`src/rtl/nat_address_checksum_rewrite_top_defines.svh`:
```
// ----------------------------------------------------------------------------
// NAT checksum rewrite assertion macros
// Shared property macros for the NAT address and checksum rewrite block.
// ----------------------------------------------------------------------------
`ifndef NAT_ADDRESS_CHECKSUM_REWRITE_TOP_DEFINES_SVH
`define NAT_ADDRESS_CHECKSUM_REWRITE_TOP_DEFINES_SVH

// The consequent must hold in the same cycle as the antecedent.
`define NATCR_ASSERT_SAME(label, ante, cons, msg) \
    label: assert property (@(posedge clk) disable iff (!rst_n) \
        (ante) |-> (cons)) else $error(msg);

// The consequent must hold in the cycle after the antecedent.
`define NATCR_ASSERT_NEXT(label, ante, cons, msg) \
    label: assert property (@(posedge clk) disable iff (!rst_n) \
        (ante) |=> (cons)) else $error(msg);

`endif

```
`src/rtl/natcr_pkg.sv`:
```
// ----------------------------------------------------------------------------
// NAT checksum rewrite package
// Types, constants and one's complement helpers shared by the block.
// ----------------------------------------------------------------------------
`timescale 1ns / 1ps

package natcr_pkg;

    localparam int QDEPTH = 2;

    localparam logic [7:0] PROTO_TCP = 8'd6;
    localparam logic [7:0] PROTO_UDP = 8'd17;

    localparam logic [3:0] WORD_FLAGS  = 4'd1;
    localparam logic [3:0] WORD_PROTO  = 4'd2;
    localparam logic [3:0] WORD_SOURCE = 4'd3;
    localparam logic [3:0] WORD_DEST   = 4'd4;
    localparam logic [3:0] WORD_SAT    = 4'd15;

    localparam logic [15:0] CSUM_ALL_ONES = 16'hFFFF;

    typedef enum logic [1:0] {
        L4_NONE,
        L4_TCP,
        L4_UDP
    } natcr_l4_class_t;

    typedef struct packed {
        logic [15:0]     header_sum;
        logic [31:0]     saved_source;
        logic [31:0]     saved_dest;
        logic [31:0]     new_address;
        logic [15:0]     l4_checksum;
        natcr_l4_class_t l4_class;
        logic            rewrite_dest;
        logic            l4_uninverted;
    } natcr_desc_t;

    typedef struct packed {
        logic        valid;
        natcr_desc_t desc;
    } natcr_slot_t;

    function automatic logic [16:0] halves(input logic [31:0] w);
        return {1'b0, w[15:0]} + {1'b0, w[31:16]};
    endfunction

    function automatic logic [15:0] fold20(input logic [19:0] s);
        logic [16:0] s1;
        logic [16:0] s2;
        s1 = {1'b0, s[15:0]} + {13'b0, s[19:16]};
        s2 = {1'b0, s1[15:0]} + {16'b0, s1[16]};
        return s2[15:0];
    endfunction

endpackage

```
`src/rtl/natcr_queue.sv`:
```
// ----------------------------------------------------------------------------
// NAT checksum rewrite descriptor queue
// Short FIFO of packet descriptors between the header front end and the
// checksum back end.
// ----------------------------------------------------------------------------
`timescale 1ns / 1ps

module natcr_queue (
    input  logic                 clk,
    input  logic                 rst_n,
    input  natcr_pkg::natcr_slot_t push,
    input  logic                 pop,
    output natcr_pkg::natcr_slot_t head,
    output logic                 full
);
    import natcr_pkg::*;

    localparam int PTR_W = $clog2(QDEPTH);
    localparam int CNT_W = $clog2(QDEPTH + 1);

    natcr_desc_t      entries [QDEPTH];
    logic [PTR_W-1:0] wr_ptr_reg;
    logic [PTR_W-1:0] wr_ptr_next;
    logic [PTR_W-1:0] rd_ptr_reg;
    logic [PTR_W-1:0] rd_ptr_next;
    logic [CNT_W-1:0] count_reg;
    logic [CNT_W-1:0] count_next;
    logic             do_push;
    logic             do_pop;

    assign full    = (count_reg == CNT_W'(QDEPTH));
    assign do_push = push.valid && !full;
    assign do_pop  = pop && (count_reg != '0);

    assign head.valid = (count_reg != '0);
    assign head.desc  = entries[rd_ptr_reg];

    always_comb
    begin
        wr_ptr_next = wr_ptr_reg;
        rd_ptr_next = rd_ptr_reg;
        count_next  = count_reg;
        if (do_push)
        begin
            wr_ptr_next = (wr_ptr_reg == PTR_W'(QDEPTH - 1)) ? '0 : wr_ptr_reg + PTR_W'(1);
        end
        if (do_pop)
        begin
            rd_ptr_next = (rd_ptr_reg == PTR_W'(QDEPTH - 1)) ? '0 : rd_ptr_reg + PTR_W'(1);
        end
        if (do_push && !do_pop)
        begin
            count_next = count_reg + CNT_W'(1);
        end
        else if (do_pop && !do_push)
        begin
            count_next = count_reg - CNT_W'(1);
        end
    end

    always_ff @(posedge clk or negedge rst_n)
    begin
        if (!rst_n)
        begin
            wr_ptr_reg <= '0;
            rd_ptr_reg <= '0;
            count_reg  <= '0;
        end
        else
        begin
            wr_ptr_reg <= wr_ptr_next;
            rd_ptr_reg <= rd_ptr_next;
            count_reg  <= count_next;
        end
    end

    always_ff @(posedge clk)
    begin
        if (do_push)
        begin
            entries[wr_ptr_reg] <= push.desc;
        end
    end

endmodule

```
`src/rtl/natcr_front.sv`:
```
// ----------------------------------------------------------------------------
// NAT checksum rewrite front end
// Accepts header words, keeps the running header sum and the original
// addresses, and classifies the packet into a descriptor on the last word.
// ----------------------------------------------------------------------------
`timescale 1ns / 1ps

module natcr_front (
    input  logic                   clk,
    input  logic                   rst_n,
    input  logic                   hdr_valid,
    output logic                   hdr_stall,
    input  logic [31:0]            header_word,
    input  logic                   word_last,
    input  logic                   rewrite_dest,
    input  logic [31:0]            new_address,
    input  logic [15:0]            l4_checksum,
    input  logic                   l4_uninverted,
    input  logic                   queue_full,
    output natcr_pkg::natcr_slot_t push
);
    import natcr_pkg::*;

    logic [3:0]  word_index_reg;
    logic [3:0]  word_index_next;
    logic [15:0] running_sum_reg;
    logic [15:0] running_sum_next;
    logic [31:0] saved_source_reg;
    logic [31:0] saved_source_next;
    logic [31:0] saved_dest_reg;
    logic [31:0] saved_dest_next;
    logic [7:0]  protocol_reg;
    logic [7:0]  protocol_next;
    logic        frag_nonzero_reg;
    logic        frag_nonzero_next;
    logic        accept;

    assign hdr_stall = queue_full;
    assign accept    = hdr_valid && !hdr_stall;

    always_comb
    begin
        running_sum_next  = running_sum_reg;
        saved_source_next = saved_source_reg;
        saved_dest_next   = saved_dest_reg;
        protocol_next     = protocol_reg;
        frag_nonzero_next = frag_nonzero_reg;
        unique case (word_index_reg)
            WORD_FLAGS:
            begin
                frag_nonzero_next = (header_word[12:0] != 13'd0);
                running_sum_next  = fold20({4'b0, running_sum_reg}
                                           + {3'b0, halves(header_word)});
            end
            WORD_PROTO:
            begin
                protocol_next    = header_word[23:16];
                running_sum_next = fold20({4'b0, running_sum_reg}
                                          + {4'b0, header_word[31:16]});
            end
            WORD_SOURCE:
            begin
                saved_source_next = header_word;
            end
            WORD_DEST:
            begin
                saved_dest_next = header_word;
            end
            default:
            begin
                running_sum_next = fold20({4'b0, running_sum_reg}
                                          + {3'b0, halves(header_word)});
            end
        endcase
        word_index_next = (word_index_reg == WORD_SAT) ? word_index_reg
                                                       : word_index_reg + 4'd1;

        push.valid              = accept && word_last;
        push.desc.header_sum    = running_sum_next;
        push.desc.saved_source  = saved_source_next;
        push.desc.saved_dest    = saved_dest_next;
        push.desc.new_address   = new_address;
        push.desc.l4_checksum   = l4_checksum;
        push.desc.rewrite_dest  = rewrite_dest;
        push.desc.l4_uninverted = l4_uninverted;
        if (frag_nonzero_next)
        begin
            push.desc.l4_class = L4_NONE;
        end
        else if (protocol_next == PROTO_TCP)
        begin
            push.desc.l4_class = L4_TCP;
        end
        else if (protocol_next == PROTO_UDP)
        begin
            push.desc.l4_class = L4_UDP;
        end
        else
        begin
            push.desc.l4_class = L4_NONE;
        end
    end

    always_ff @(posedge clk or negedge rst_n)
    begin
        if (!rst_n)
        begin
            word_index_reg   <= '0;
            running_sum_reg  <= '0;
            saved_source_reg <= '0;
            saved_dest_reg   <= '0;
            protocol_reg     <= '0;
            frag_nonzero_reg <= 1'b0;
        end
        else if (accept)
        begin
            if (word_last)
            begin
                word_index_reg   <= '0;
                running_sum_reg  <= '0;
                saved_source_reg <= '0;
                saved_dest_reg   <= '0;
                protocol_reg     <= '0;
                frag_nonzero_reg <= 1'b0;
            end
            else
            begin
                word_index_reg   <= word_index_next;
                running_sum_reg  <= running_sum_next;
                saved_source_reg <= saved_source_next;
                saved_dest_reg   <= saved_dest_next;
                protocol_reg     <= protocol_next;
                frag_nonzero_reg <= frag_nonzero_next;
            end
        end
    end

endmodule

```
`src/rtl/natcr_back.sv`:
```
// ----------------------------------------------------------------------------
// NAT checksum rewrite back end
// Takes packet descriptors from the queue, forms the new addresses, the
// header checksum and the incrementally updated L4 checksum, and holds the
// result in an output register.
// ----------------------------------------------------------------------------
`timescale 1ns / 1ps

module natcr_back (
    input  logic                   clk,
    input  logic                   rst_n,
    input  natcr_pkg::natcr_slot_t head,
    output logic                   pop,
    output logic                   res_valid,
    input  logic                   res_stall,
    output logic [31:0]            new_source,
    output logic [31:0]            new_dest,
    output logic [15:0]            ip_checksum,
    output logic [15:0]            l4_checksum_out,
    output logic                   l4_updated
);
    import natcr_pkg::*;

    logic        res_valid_reg;
    logic [31:0] new_source_reg;
    logic [31:0] new_dest_reg;
    logic [15:0] ip_checksum_reg;
    logic [15:0] l4_checksum_reg;
    logic        l4_updated_reg;

    logic [31:0] ns;
    logic [31:0] nd;
    logic [19:0] ip_sum;
    logic [19:0] acc;
    logic [15:0] l4_direct;
    logic [15:0] l4_inverted;
    logic [15:0] l4_next;
    logic        upd_next;

    always_comb
    begin
        ns = head.desc.rewrite_dest ? head.desc.saved_source : head.desc.new_address;
        nd = head.desc.rewrite_dest ? head.desc.new_address : head.desc.saved_dest;
        ip_sum = {4'b0, head.desc.header_sum} + {3'b0, halves(ns)} + {3'b0, halves(nd)};
        acc = {3'b0, halves(ns)} + {3'b0, halves(nd)}
            + {3'b0, halves(~head.desc.saved_source)}
            + {3'b0, halves(~head.desc.saved_dest)};
        l4_direct   = fold20(acc + {4'b0, head.desc.l4_checksum});
        l4_inverted = ~fold20(acc + {4'b0, ~head.desc.l4_checksum});
        l4_next  = head.desc.l4_checksum;
        upd_next = 1'b0;
        unique case (head.desc.l4_class)
            L4_TCP:
            begin
                l4_next  = head.desc.l4_uninverted ? l4_direct : l4_inverted;
                upd_next = 1'b1;
            end
            L4_UDP:
            begin
                if (head.desc.l4_checksum != 16'd0)
                begin
                    l4_next  = (l4_inverted == 16'd0) ? CSUM_ALL_ONES : l4_inverted;
                    upd_next = 1'b1;
                end
            end
            default:
            begin
                l4_next  = head.desc.l4_checksum;
                upd_next = 1'b0;
            end
        endcase
    end

    assign pop = head.valid && (!res_valid_reg || !res_stall);

    always_ff @(posedge clk or negedge rst_n)
    begin
        if (!rst_n)
        begin
            res_valid_reg <= 1'b0;
        end
        else if (pop)
        begin
            res_valid_reg <= 1'b1;
        end
        else if (!res_stall)
        begin
            res_valid_reg <= 1'b0;
        end
    end

    always_ff @(posedge clk)
    begin
        if (pop)
        begin
            new_source_reg  <= ns;
            new_dest_reg    <= nd;
            ip_checksum_reg <= ~fold20(ip_sum);
            l4_checksum_reg <= l4_next;
            l4_updated_reg  <= upd_next;
        end
    end

    assign res_valid       = res_valid_reg;
    assign new_source      = new_source_reg;
    assign new_dest        = new_dest_reg;
    assign ip_checksum     = ip_checksum_reg;
    assign l4_checksum_out = l4_checksum_reg;
    assign l4_updated      = l4_updated_reg;

endmodule

```
`src/rtl/nat_address_checksum_rewrite_top.sv`:
```
// ----------------------------------------------------------------------------
// NAT address and checksum rewrite
// Rewrites the source or destination address of an IPv4 header, recomputes
// the header checksum and updates the TCP/UDP checksum incrementally.
//
// Channel  Handshake              Word
// hdr      hdr_valid, hdr_stall   one 32-bit header word with rewrite controls
// res      res_valid, res_stall   one rewrite result per packet (last word)
//
// One header word is taken per cycle while hdr_stall is low. The edge that
// accepts the last word of a packet writes its descriptor into the queue; the
// output register loads it when the back end pops it, once res_stall allows.
// Reset clears all packet state and the queue at once.
// hdr_stall is high only while the two-entry descriptor queue is full, which
// happens when res_stall holds results back.
// ----------------------------------------------------------------------------
`timescale 1ns / 1ps

`include "nat_address_checksum_rewrite_top_defines.svh"

module nat_address_checksum_rewrite_top (
    input  logic        clk,
    input  logic        rst_n,
    input  logic        hdr_valid,
    output logic        hdr_stall,
    input  logic [31:0] header_word,
    input  logic        word_last,
    input  logic        rewrite_dest,
    input  logic [31:0] new_address,
    input  logic [15:0] l4_checksum,
    input  logic        l4_uninverted,
    output logic        res_valid,
    input  logic        res_stall,
    output logic [31:0] new_source,
    output logic [31:0] new_dest,
    output logic [15:0] ip_checksum,
    output logic [15:0] l4_checksum_out,
    output logic        l4_updated
);
    import natcr_pkg::*;

    natcr_slot_t push;
    natcr_slot_t head;
    logic        q_full;
    logic        pop;

    natcr_front u_front (
        .clk           (clk),
        .rst_n         (rst_n),
        .hdr_valid     (hdr_valid),
        .hdr_stall     (hdr_stall),
        .header_word   (header_word),
        .word_last     (word_last),
        .rewrite_dest  (rewrite_dest),
        .new_address   (new_address),
        .l4_checksum   (l4_checksum),
        .l4_uninverted (l4_uninverted),
        .queue_full    (q_full),
        .push          (push)
    );

    natcr_queue u_queue (
        .clk   (clk),
        .rst_n (rst_n),
        .push  (push),
        .pop   (pop),
        .head  (head),
        .full  (q_full)
    );

    natcr_back u_back (
        .clk             (clk),
        .rst_n           (rst_n),
        .head            (head),
        .pop             (pop),
        .res_valid       (res_valid),
        .res_stall       (res_stall),
        .new_source      (new_source),
        .new_dest        (new_dest),
        .ip_checksum     (ip_checksum),
        .l4_checksum_out (l4_checksum_out),
        .l4_updated      (l4_updated)
    );

    `NATCR_ASSERT_SAME(a_no_push_when_full, push.valid, !q_full, "descriptor pushed into full queue")
    `NATCR_ASSERT_NEXT(a_last_word_queued, push.valid, head.valid, "last word left no descriptor")
    `NATCR_ASSERT_NEXT(a_res_drains, res_valid && !res_stall && !head.valid, !res_valid, "result repeated")

endmodule

```
`config.mk`:
```
export PLATFORM = sky130hd
export DESIGN_NAME = nat_address_checksum_rewrite_top
export DESIGN_NICKNAME = d
export VERILOG_FILES = /design/src/rtl/natcr_pkg.sv /design/src/rtl/natcr_queue.sv /design/src/rtl/natcr_front.sv /design/src/rtl/natcr_back.sv /design/src/rtl/nat_address_checksum_rewrite_top.sv
export VERILOG_INCLUDE_DIRS = /design/src /design/src/rtl
export SDC_FILE = /design/constraint.sdc
export NUM_CORES = 1
export LEC_CHECK = 0
export ABC_AREA = 1
export BUFFER_PORTS_ARGS = -buffer_cell sky130_fd_sc_hd__buf_2
export CAP_MARGIN = 5
export CORE_MARGIN = 1.5
export CORE_UTILIZATION = 45
export DETAILED_ROUTE_END_ITERATION = 12
export SLEW_MARGIN = 20
export SYNTH_ARGS = -nofsm -noshare
export SYNTH_HDL_FRONTEND = slang
export SYNTH_SLANG_ARGS = --single-unit
```
`constraint.sdc`:
```
create_clock -name clk -period 15.9 [get_ports clk]
set_input_delay 3.18 -clock clk [delete_from_list [all_inputs] [get_ports clk]]
set_output_delay 3.18 -clock clk [all_outputs]
set_load 0.005 [all_outputs]
```
==> results of run 1 <==
==> worst max-delay path: cells and delay by family, from the launching register on <==
family / cells / cell delay, ns
adder cells (fa/ha/maj): 11 / 4.01
XOR/XNOR: 4 / 0.77
buffers and inverters: 10 / 1.82
AND/OR/NAND/NOR: 37 / 4.13
flip-flops: 1 / 0.80
AO/OA/AOI/OAI: 11 / 2.56
==> cells in the mapped netlist (4+ instances only) <==
master,instances,share of area
nor4_1,10,0.0019
ha_1,198,0.077
edfxtp_1,361,0.34
a22o_1,5,0.0014
nand2_1,1099,0.13
o21ai_1,13,0.0020
buf_1,9,0.0010
a21boi_0,4,0.00093
nand3b_1,8,0.0019
nor3_1,28,0.0043
a21oi_1,159,0.025
buf_6,6,0.0021
o21ai_0,218,0.034
a21o_1,7,0.0016
fa_1,76,0.047
buf_2,5,0.00078
clkbuf_1,70,0.0081
nand2_2,37,0.0072
nor2_4,5,0.0017
a31oi_1,34,0.0066
o21a_1,69,0.016
o22ai_1,11,0.0021
or2_2,24,0.0047
o21bai_1,11,0.0026
nand2_4,6,0.0021
inv_1,530,0.062
dfrtp_1,98,0.076
nand3_1,219,0.034
nand3_2,6,0.0019
nor2_2,18,0.0035
a211oi_1,5,0.0012
inv_2,16,0.0019
xnor2_1,41,0.011
o2111ai_1,5,0.0014
a21oi_2,11,0.0030
nand4_1,55,0.011
xor2_1,97,0.026
mux2i_1,41,0.013
nor2_1,257,0.030
==> path summary, 6_finish.rpt <==
kind / slack, ns / to / from / cells after the start
max in group asynchronous: 11.94 / u_queue.rd_ptr_reg / rst_n / 2
worst min register to register: 0.48 / u_front.saved_dest_reg[27] / u_front.saved_dest_reg[27] / 2
worst min-delay path: 0.48 / u_front.saved_dest_reg[27] / u_front.saved_dest_reg[27] / 2
worst max-delay path: 1.61 / u_back.l4_checksum_out[10] / u_queue.rd_ptr_reg / 73
worst max register to register: 1.61 / u_back.l4_checksum_out[10] / u_queue.rd_ptr_reg / 73
min in group asynchronous: 2.53 / u_front.running_sum_reg[13] / rst_n / 1
==> logic make-up after synthesis <==
kind of cell	count (synthesis)	share of synthesized area
flops	459	0.4122
fa+ha+maj	274	0.1240
buf+inv	640	0.07631
simple gates	1781	0.2339
mux	41	0.01273
compound gates	567	0.1014
xor+xnor	142	0.03950
==> routing by layer <==
layer / vias to the layer above / part of all wire / track usage
met1: 12281 / 0.47 / 0.3727
li1: 13196 / - / -
met2: 754 / 0.45 / 0.4014
met4: 2 / 0.026 / 0.06880
met3: 124 / 0.057 / 0.03115
met5: - / 0.00014 / 0
==> per-stage QoR <==
stage	area (sq um)	hold WS, ns	setup WS (ns)	cells	util
floorplan	32250	0.4479	4.442	3904	-
global placement	34160	0.4630	1.830	4953	0.4845
detailed placement	34170	0.4727	1.748	4953	0.4845
CTS	35830	0.4873	1.701	5046	0.5081
global route	35830	0.5017	0.3249	5046	0.5081
finish	35830	0.4841	1.608	5047	0.5082
==> final cells by class <==
cell class	instances	area, sq um	area share
Clock inverter	26	279.0	0.007787
Multi-Input combinational cell	2805	16560	0.4621
Timing Repair Buffer	201	1074	0.02996
Clock buffer	67	1385	0.03865
Sequential cell	459	13300	0.3711
Antenna cell	1	2.502	0.00006984
Inverter	548	2061	0.05751
Tap cell	940	1176	0.03282
==> flow_summary.json, run 1 <==
{
  "rsz0062_at_grt": "false",
  "grt_max_degree": 133,
  "run_status": "completed",
  "final_cell_mix": "nand2_1, inv_1, edfxtp_1",
  "synthesis.nets": 4265,
  "cp_slowest_cell": "dfrtp_4",
  "grt_pass1_wl_um": 144600,
  "chipWidth_um": 270.7,
  "synthCells": 3904,
  "timing.fmax_mhz": 69.97,
  "core_area_sq_um": 70510,
  "io_pins": 186,
  "drtIter0Drc": 2066,
  "antenna_left": 0,
  "drive_above_1_share": 0.1025,
  "cts_sinks": 459,
  "fp.dieH_um": 270.7,
  "top_register": "u_queue.entries",
  "synthDistinctLibCells": 59,
  "slew_headroom": 0.2794,
  "async_reset_ff_frac": 0.2135,
  "cts_resized": 0,
  "netlist_area_sq_um": 32250,
  "finalCriticalPeriod_ns": 14.29,
  "clk_pin_slew_ns": 0.06,
  "numPortBuffers": 185,
  "setup_violations": 0,
  "vias": 26357,
  "synth_area_per_cell_sq_um": 8.261,
  "crit_fanout": 65,
  "dp.final_hpwl_um": 75040,
  "layout_commonest_cell": "nand2_1",
  "finClkSkew_ns": 0.05560,
  "hold_violations": 0,
  "worst_setup_path_start_kind": "flip-flop",
  "synth-edff-count": 361,
  "via_per_inst": 5.222,
  "synthFlopType": "edfxtp_1",
  "drv_cap": 0,
  "setup.worst_path.class": "flip-flop to flip-flop",
  "largest_reg_flops": 264,
  "post_drt_wl_per_cell_um": 18.78,
  "ys_warn_count": 0,
  "path_common_cell": "nand2_1",
  "wl_um": 94790,
  "end_kind": "flip-flop",
  "drcViolationCount": 0,
  "clock_latency_ns": 0.63,
  "crit_path_max_incr_delay_ns": 0.80,
  "antenna_found_initial": 1,
  "fin_nets": 4426,
  "syn_to_final_growth_pct": 11.11,
  "row_count": 97,
  "ctsRootBufferMaster": "clkbuf_16",
  "gr-total-overflow": 0,
  "fillers": 6775,
  "final.setup.tns_ns": 0,
  "cts_tree": "done",
  "cts_hold_buf": 0,
  "tightest_slew_ns": 1.067,
  "synth-seq-cells": 459,
  "clockBufferDepth": 3,
  "critical_path_arrival_ns": 14.78,
  "cp.required_ns": 16.39,
  "place_congestion": 0.9849,
  "cts-buffers-inserted": 50,
  "start_util": 0.4574,
  "htreeDepth": 2,
  "synth-seq-area-share": 0.4122,
  "finalCritPeriodShare": 0.8989,
  "firstDrtPassIters": 6,
  "post-cts-setup-buffers": 0,
  "hold_class": "flip-flop to flip-flop",
  "die-area_sq_um": 73280,
  "grt_usage": 0.2558,
  "slew_violations": 0,
  "grt_pass1_vias": 24679
}
Power of run 1 is not shown: default switching activity piles up to over one toggle a cycle in this logic, so the estimate is an artifact.
==> run 2, diff against run 1 <==
--- a/config.mk
+++ b/config.mk
@@ -12,4 +12,5 @@
 export CORE_MARGIN = 1.5
-export CORE_UTILIZATION = 45
+export CORE_UTILIZATION = 30
 export DETAILED_ROUTE_END_ITERATION = 12
+export GPL_TIMING_DRIVEN = 0
 export SLEW_MARGIN = 20
==> constraint.sdc (replaced) <==
create_clock -name clk -period 15.9 [get_ports clk]
set_input_delay 0.795 -clock clk [delete_from_list [all_inputs] [get_ports clk]]
set_output_delay 0.795 -clock clk [all_outputs]
set_load 0.005 [all_outputs]
==> run 2 against run 1 <==
  * First-iteration DRC count rose by 18%
  * Die area rose by 49%
  * Clock-buffer cell count fell by 1
  * Cell count rose by 11%
  * Core utilization fell by 16 points
  * Sequential cell count did not move
  * Via count rose by 3.7%
  * Wire length rose by 13%
  * Maximum frequency fell by 4.0%
  * Register-to-register slack got worse by 0.60 ns
  * Global-route usage fell by 6.3 points
  * Non-clock buffer count rose by 91
==> flow_summary.json, run 2 (same netlist as run 1, synthesis figures left out) <==
{
  "setup_violations": 0,
  "reg2reg_from": "u_queue.rd_ptr_reg",
  "cp_slowest_cell": "fa_1",
  "timing.fmax_mhz": 67.14,
  "post_drt_wl_per_cell_um": 19.07,
  "chipWidth_um": 330.9,
  "slew_violations": 0,
  "fp.dieH_um": 330.9,
  "drtIter0Drc": 2441,
  "place_congestion": 0.9434,
  "core_area_sq_um": 106900,
  "layout_commonest_cell": "nand2_1",
  "die-area_sq_um": 109500,
  "run_status": "completed",
  "cts-buffers-inserted": 52,
  "htreeDepth": 2,
  "finalCriticalPeriod_ns": 14.89,
  "vias": 27328,
  "numPortBuffers": 185,
  "gr-total-overflow": 0,
  "grt_usage": 0.1932,
  "io_pins": 186,
  "cts_resized": 0,
  "largest_reg_flops": 264,
  "drcViolationCount": 0,
  "drive_above_1_share": 0.1050,
  "antenna_found_initial": 7,
  "cp.required_ns": 16.30,
  "clockBufferDepth": 3,
  "end_kind": "flip-flop",
  "finalCritPeriodShare": 0.9368,
  "start_util": 0.3017,
  "post-cts-setup-buffers": 0,
  "crit_path_max_incr_delay_ns": 0.54,
  "syn_to_final_growth_pct": 15.08,
  "firstDrtPassIters": 5,
  "cts_tree": "done",
  "place_inst": 5507,
  "via_per_inst": 4.876,
  "fin_nets": 4519,
  "grt_pass1_vias": 25898,
  "grt_max_degree": 76,
  "tightest_slew_ns": 1.031,
  "cts_sinks": 459,
  "met1_length_um": 48030,
  "antenna_left": 0,
  "cts_hold_buf": 0,
  "path_common_cell": "nand2_1",
  "crit_fanout": 10,
  "r2r-end": "u_back.l4_checksum_out[14]",
  "critical_path_arrival_ns": 15.29,
  "drv_cap": 0,
  "finClkSkew_ns": 0.03714,
  "row_count": 120,
  "setup.worst_path.class": "flip-flop to flip-flop",
  "wl_met3_um": 6920,
  "top_layer": "met5",
  "worstRegToRegCells": 71,
  "final_cell_mix": "nand2_1, inv_1, edfxtp_1",
  "worst_setup_path_start_kind": "flip-flop",
  "clock_latency_ns": 0.63,
  "top_register": "u_queue.entries",
  "grt_pass1_wl_um": 158200,
  "wl_met2_um": 49400,
  "final_cells": 5605,
  "ctsRootBufferMaster": "clkbuf_16",
  "hold_violations": 0,
  "clk_pin_slew_ns": 0.06,
  "wl_um": 106900,
  "dp.final_hpwl_um": 88020,
  "hold_class": "input pin to asynchronous set/reset pin",
  "fin_util": 0.3472,
  "r2r_setup_slack_ns": 1.01,
  "slew_headroom": 0.3037
}
run 2: cell count changes in the layout (fill, tap and decap cells not counted), sizes merged:
cell | before | now
buf | 201 | 220
bufinv | 3 | 7
clkbuf | 67 | 138
clkinv | 23 | 16
clkinvlp | 2 | 5
diode | 1 | 2
inv | 546 | 550
run 2: metal layers:
layer / global-route usage / vias to the layer above
met5: 0 / -
met4: 0.04924 / 6
met3: 0.02641 / 119
met2: 0.3178 / 842
met1: 0.2663 / 13000
li1: - / 13361
run 2: worst max-delay path, delay by kind of cell (launching register included):
kind	cells	cell delay, ns
adder cells (fa/ha/maj)	11	3.99
buffers and inverters	10	1.74
flip-flops	1	0.41
XOR/XNOR	4	1.29
AND/OR/NAND/NOR	30	3.76
AO/OA/AOI/OAI	16	3.42
run 2: stage by stage:
| step | area [sq um] | setup WS, ns | hold slack, ns | TNS [ns] |
|---|---|---|---|---|
| finish | 37110 | 1.005 | 0.07712 | 0 |
| global route | 37110 | -0.009560 | 0.07373 | -0.009560 |
| CTS | 37080 | 0.2558 | 0.06463 | 0 |
| detailed placement | 35290 | 0.2643 | 0.4730 | 0 |
| global placement | 34930 | 0.2365 | 0.4662 | 0 |
| floorplan | 32250 | 4.442 | 0.4479 | 0 |
run 2: worst max path at each step:
stage	startpoint	end	slack (ns)	depth (start not counted)
2_1_floorplan	u_queue.rd_ptr_reg	u_back.l4_checksum_out[6]	4.44	81
3_3_place_gp	u_queue.rd_ptr_reg	u_back.l4_checksum_out[14]	0.24	72
3_5_place_dp	u_queue.rd_ptr_reg	u_back.l4_checksum_out[14]	0.26	72
4_1_cts	u_queue.rd_ptr_reg	u_back.l4_checksum_out[14]	0.26	72
5_1_grt	u_queue.rd_ptr_reg	u_back.l4_checksum_out[14]	-0.01	70
6_report	u_queue.rd_ptr_reg	u_back.l4_checksum_out[14]	1.01	71
run 2: final cells by class:
cell class | count | area [sq um]
fillers | 11061 | 69790
flip-flops and latches | 459 | 13290
diodes | 2 | 5.005
clock buffers | 66 | 1428
inverters | 548 | 2062
repair buffers | 200 | 1255
well taps | 1403 | 1755
clock inverters | 30 | 365.4
plain buffers | 92 | 419.2
multi-input cells | 2805 | 16530
Power of run 2 is left out for the same reason.
==> run 3, diff against run 2 <==
- SYNTH_HIERARCHICAL: unset -> 1
==> run 3 against run 2 <==
  * Via count is 0.42% higher
  * Largest cell class unchanged
  * Hold slack worse by 0.028 ns
  * Critical path depth up 1
  * Core utilization down 0.31 points
  * Clock skew is 0.018 ns lower
==> flow_summary.json, run 3 <==
{
  "run_status": "completed",
  "finalCriticalPeriod_ns": 14.15,
  "slew_violations": 0,
  "start_util": 0.3019,
  "hold_class": "input pin to asynchronous set/reset pin",
  "numPortBuffers": 135,
  "antenna_left": 0,
  "cp.required_ns": 16.25,
  "synth_compound_area_frac": 0.08159,
  "netlist_area_sq_um": 33320,
  "fin_util": 0.3440,
  "firstDrtPassIters": 6,
  "clockBufferDepth": 3,
  "timing.fmax_mhz": 70.66,
  "crit_fanout": 10,
  "grt_usage": 0.1898,
  "dp_slack_ns": 1.718,
  "cts_sinks": 459,
  "yosysTopAreaCell": "edfxtp_1",
  "io_pins": 186,
  "wl_um": 108200,
  "drv_cap": 0,
  "grt_max_degree": 95,
  "critical_path_arrival_ns": 14.50,
  "tightest_slew_ns": 0.9887,
  "via_per_inst": 4.662,
  "top_register": "u_queue/entries",
  "cts-buffers-inserted": 52,
  "synth_area_per_cell_sq_um": 8.027,
  "htreeDepth": 2,
  "core_area_sq_um": 110400,
  "end_kind": "flip-flop",
  "gr-total-overflow": 0,
  "synth-xor-area-share": 0.02418,
  "drtIter0Drc": 2078,
  "yosysTopAreaCellShare": 0.3253,
  "synthDistinctLibCells": 59,
  "final_cell_mix": "nand2_1, inv_1, edfxtp_1",
  "finalCritPeriodShare": 0.8900,
  "ys_warn_count": 6,
  "synth_common_cells": "nand2_1, inv_1, edfxtp_1, nor2_1, nand3_1",
  "synthCells": 4151,
  "rsz0062_at_grt": "false",
  "cts_hold_buf": 0,
  "synth_most_common_cell": "nand2_1",
  "clk_pin_slew_ns": 0.06,
  "synthesis.nets": 4512,
  "post-cts-setup-buffers": 0,
  "async_reset_ff_frac": 0.2135,
  "setup_violations": 0,
  "crit_path_max_incr_delay_ns": 0.54,
  "dp.final_hpwl_um": 89100,
  "hold_violations": 0,
  "fillers": 11527,
  "synth-edff-count": 361,
  "vias": 27443,
  "die-area_sq_um": 113100,
  "grt_pass1_wl_um": 160100,
  "chipWidth_um": 336.3,
  "fin_nets": 4713,
  "yosys.area_share.adder": 0.1272,
  "grt_pass1_vias": 26309,
  "layout_commonest_cell": "nand2_1",
  "ctsRootBufferMaster": "clkbuf_16",
  "synthFlopType": "edfxtp_1",
  "finClkSkew_ns": 0.01951,
  "slew_headroom": 0.3339,
  "cts_tree": "done",
  "final.setup.tns_ns": 0,
  "yosys.area_share.simple": 0.2520,
  "cp_slowest_cell": "fa_1",
  "synth_area_leaders": "edfxtp_1, nand2_1, inv_1",
  "cts_resized": 0,
  "row_count": 122,
  "post_drt_wl_per_cell_um": 18.38,
  "setup.worst_path.class": "flip-flop to flip-flop",
  "synth-seq-area-share": 0.3989,
  "drive_above_1_share": 0.1206,
  "largest_reg_flops": 264,
  "syn_to_final_growth_pct": 13.95,
  "clock_latency_ns": 0.61,
  "synth_mux_area_frac": 0.0003379,
  "drcViolationCount": 0,
  "worst_slack_ns": 1.748,
  "synth_top_family_by_area": "simple AND/OR/NAND/NOR gates",
  "synth-seq-cells": 459,
  "path_common_cell": "nand2_1",
  "antenna_found_initial": 6,
  "place_congestion": 0.9735,
  "fp.dieH_um": 336.3,
  "worst_setup_path_start_kind": "flip-flop"
}
-- run 3: cell types whose count changed in the layout (fill, tap and decap cells not counted), sizes merged, moves of 28 or more --
cell / change
a31oi: -28
fa: +32
ha: -32
inv: +234
mux2i: -41
nand2: +132
o21a: -68
o21ai: -50
o22ai: +64
xor2: -37
-- run 3: cell type report --
| type | instances | area, sq um | share of cell area |
|---|---|---|---|
| diodes | 3 | 7.507 | 0.0001977 |
| plain buffers | 146 | 913.4 | 0.02406 |
| clock buffers | 67 | 1420 | 0.03740 |
| clock inverters | 30 | 356.6 | 0.009392 |
| inverters | 784 | 2953 | 0.07777 |
| multi-input cells | 2762 | 16190 | 0.4264 |
| flip-flops and latches | 459 | 13290 | 0.3501 |
| well taps | 1488 | 1862 | 0.04903 |
| repair buffers | 147 | 974.7 | 0.02567 |
-- run 3: critical path, delay by kind of cell (launching register included) --
kind                       cells  cell delay [ns]
xor gates and xnor gates       3             1.16
and+or+nand+nor               32             3.52
adders and majority gates     10             3.67
AOI/OAI and AO/OA             12             2.09
buffers and inverters         15             3.01
DFF                            1             0.36
-- run 3: per-stage QoR --
step                hold slack (ns)  cell area (sq um)  std cells
floorplan                    0.4417              33320       4151
global placement             0.4590              35860       5774
detailed placement           0.4590              36180       5786
CTS                         0.03496              37960       5883
global route                0.04751              37960       5884
finish                      0.04876              37970       5886
-- run 3: logic make-up after synthesis --
logic type	after synthesis
AOI/OAI and AO/OA	480
buffers and inverters	930
adders and majority gates	274
DFF	459
muxes	1
and+or+nand+nor	1915
xor gates and xnor gates	92
-- run 3: final timing paths --
check | from | endpoint | slack, ns | cells after the start
max | u_queue/rd_ptr_reg | u_back/l4_checksum_out[14] | 1.75 | 72
min | rst_n | u_front/running_sum_reg[13] | 0.05 | 1
max reg2reg | u_queue/rd_ptr_reg | u_back/l4_checksum_out[14] | 1.75 | 72
min reg2reg | u_queue/count_reg[1] | u_queue/count_reg[1] | 0.47 | 2
max in group asynchronous | rst_n | u_front/saved_source_reg[20] | 15.16 | 2
min in group clk | l4_checksum[0] | u_queue/entries[0][4] | 0.36 | 1
-- run 3: per-layer routing --
layer,GRT usage,wire (um),up-vias
li1,-,-,13603
met1,0.2450,46310,12940
met2,0.3256,51860,748
met3,0.01915,5634,152
met4,0.07336,4353,0
met5,0,0,-
Power of run 3 is left out for the same reason.
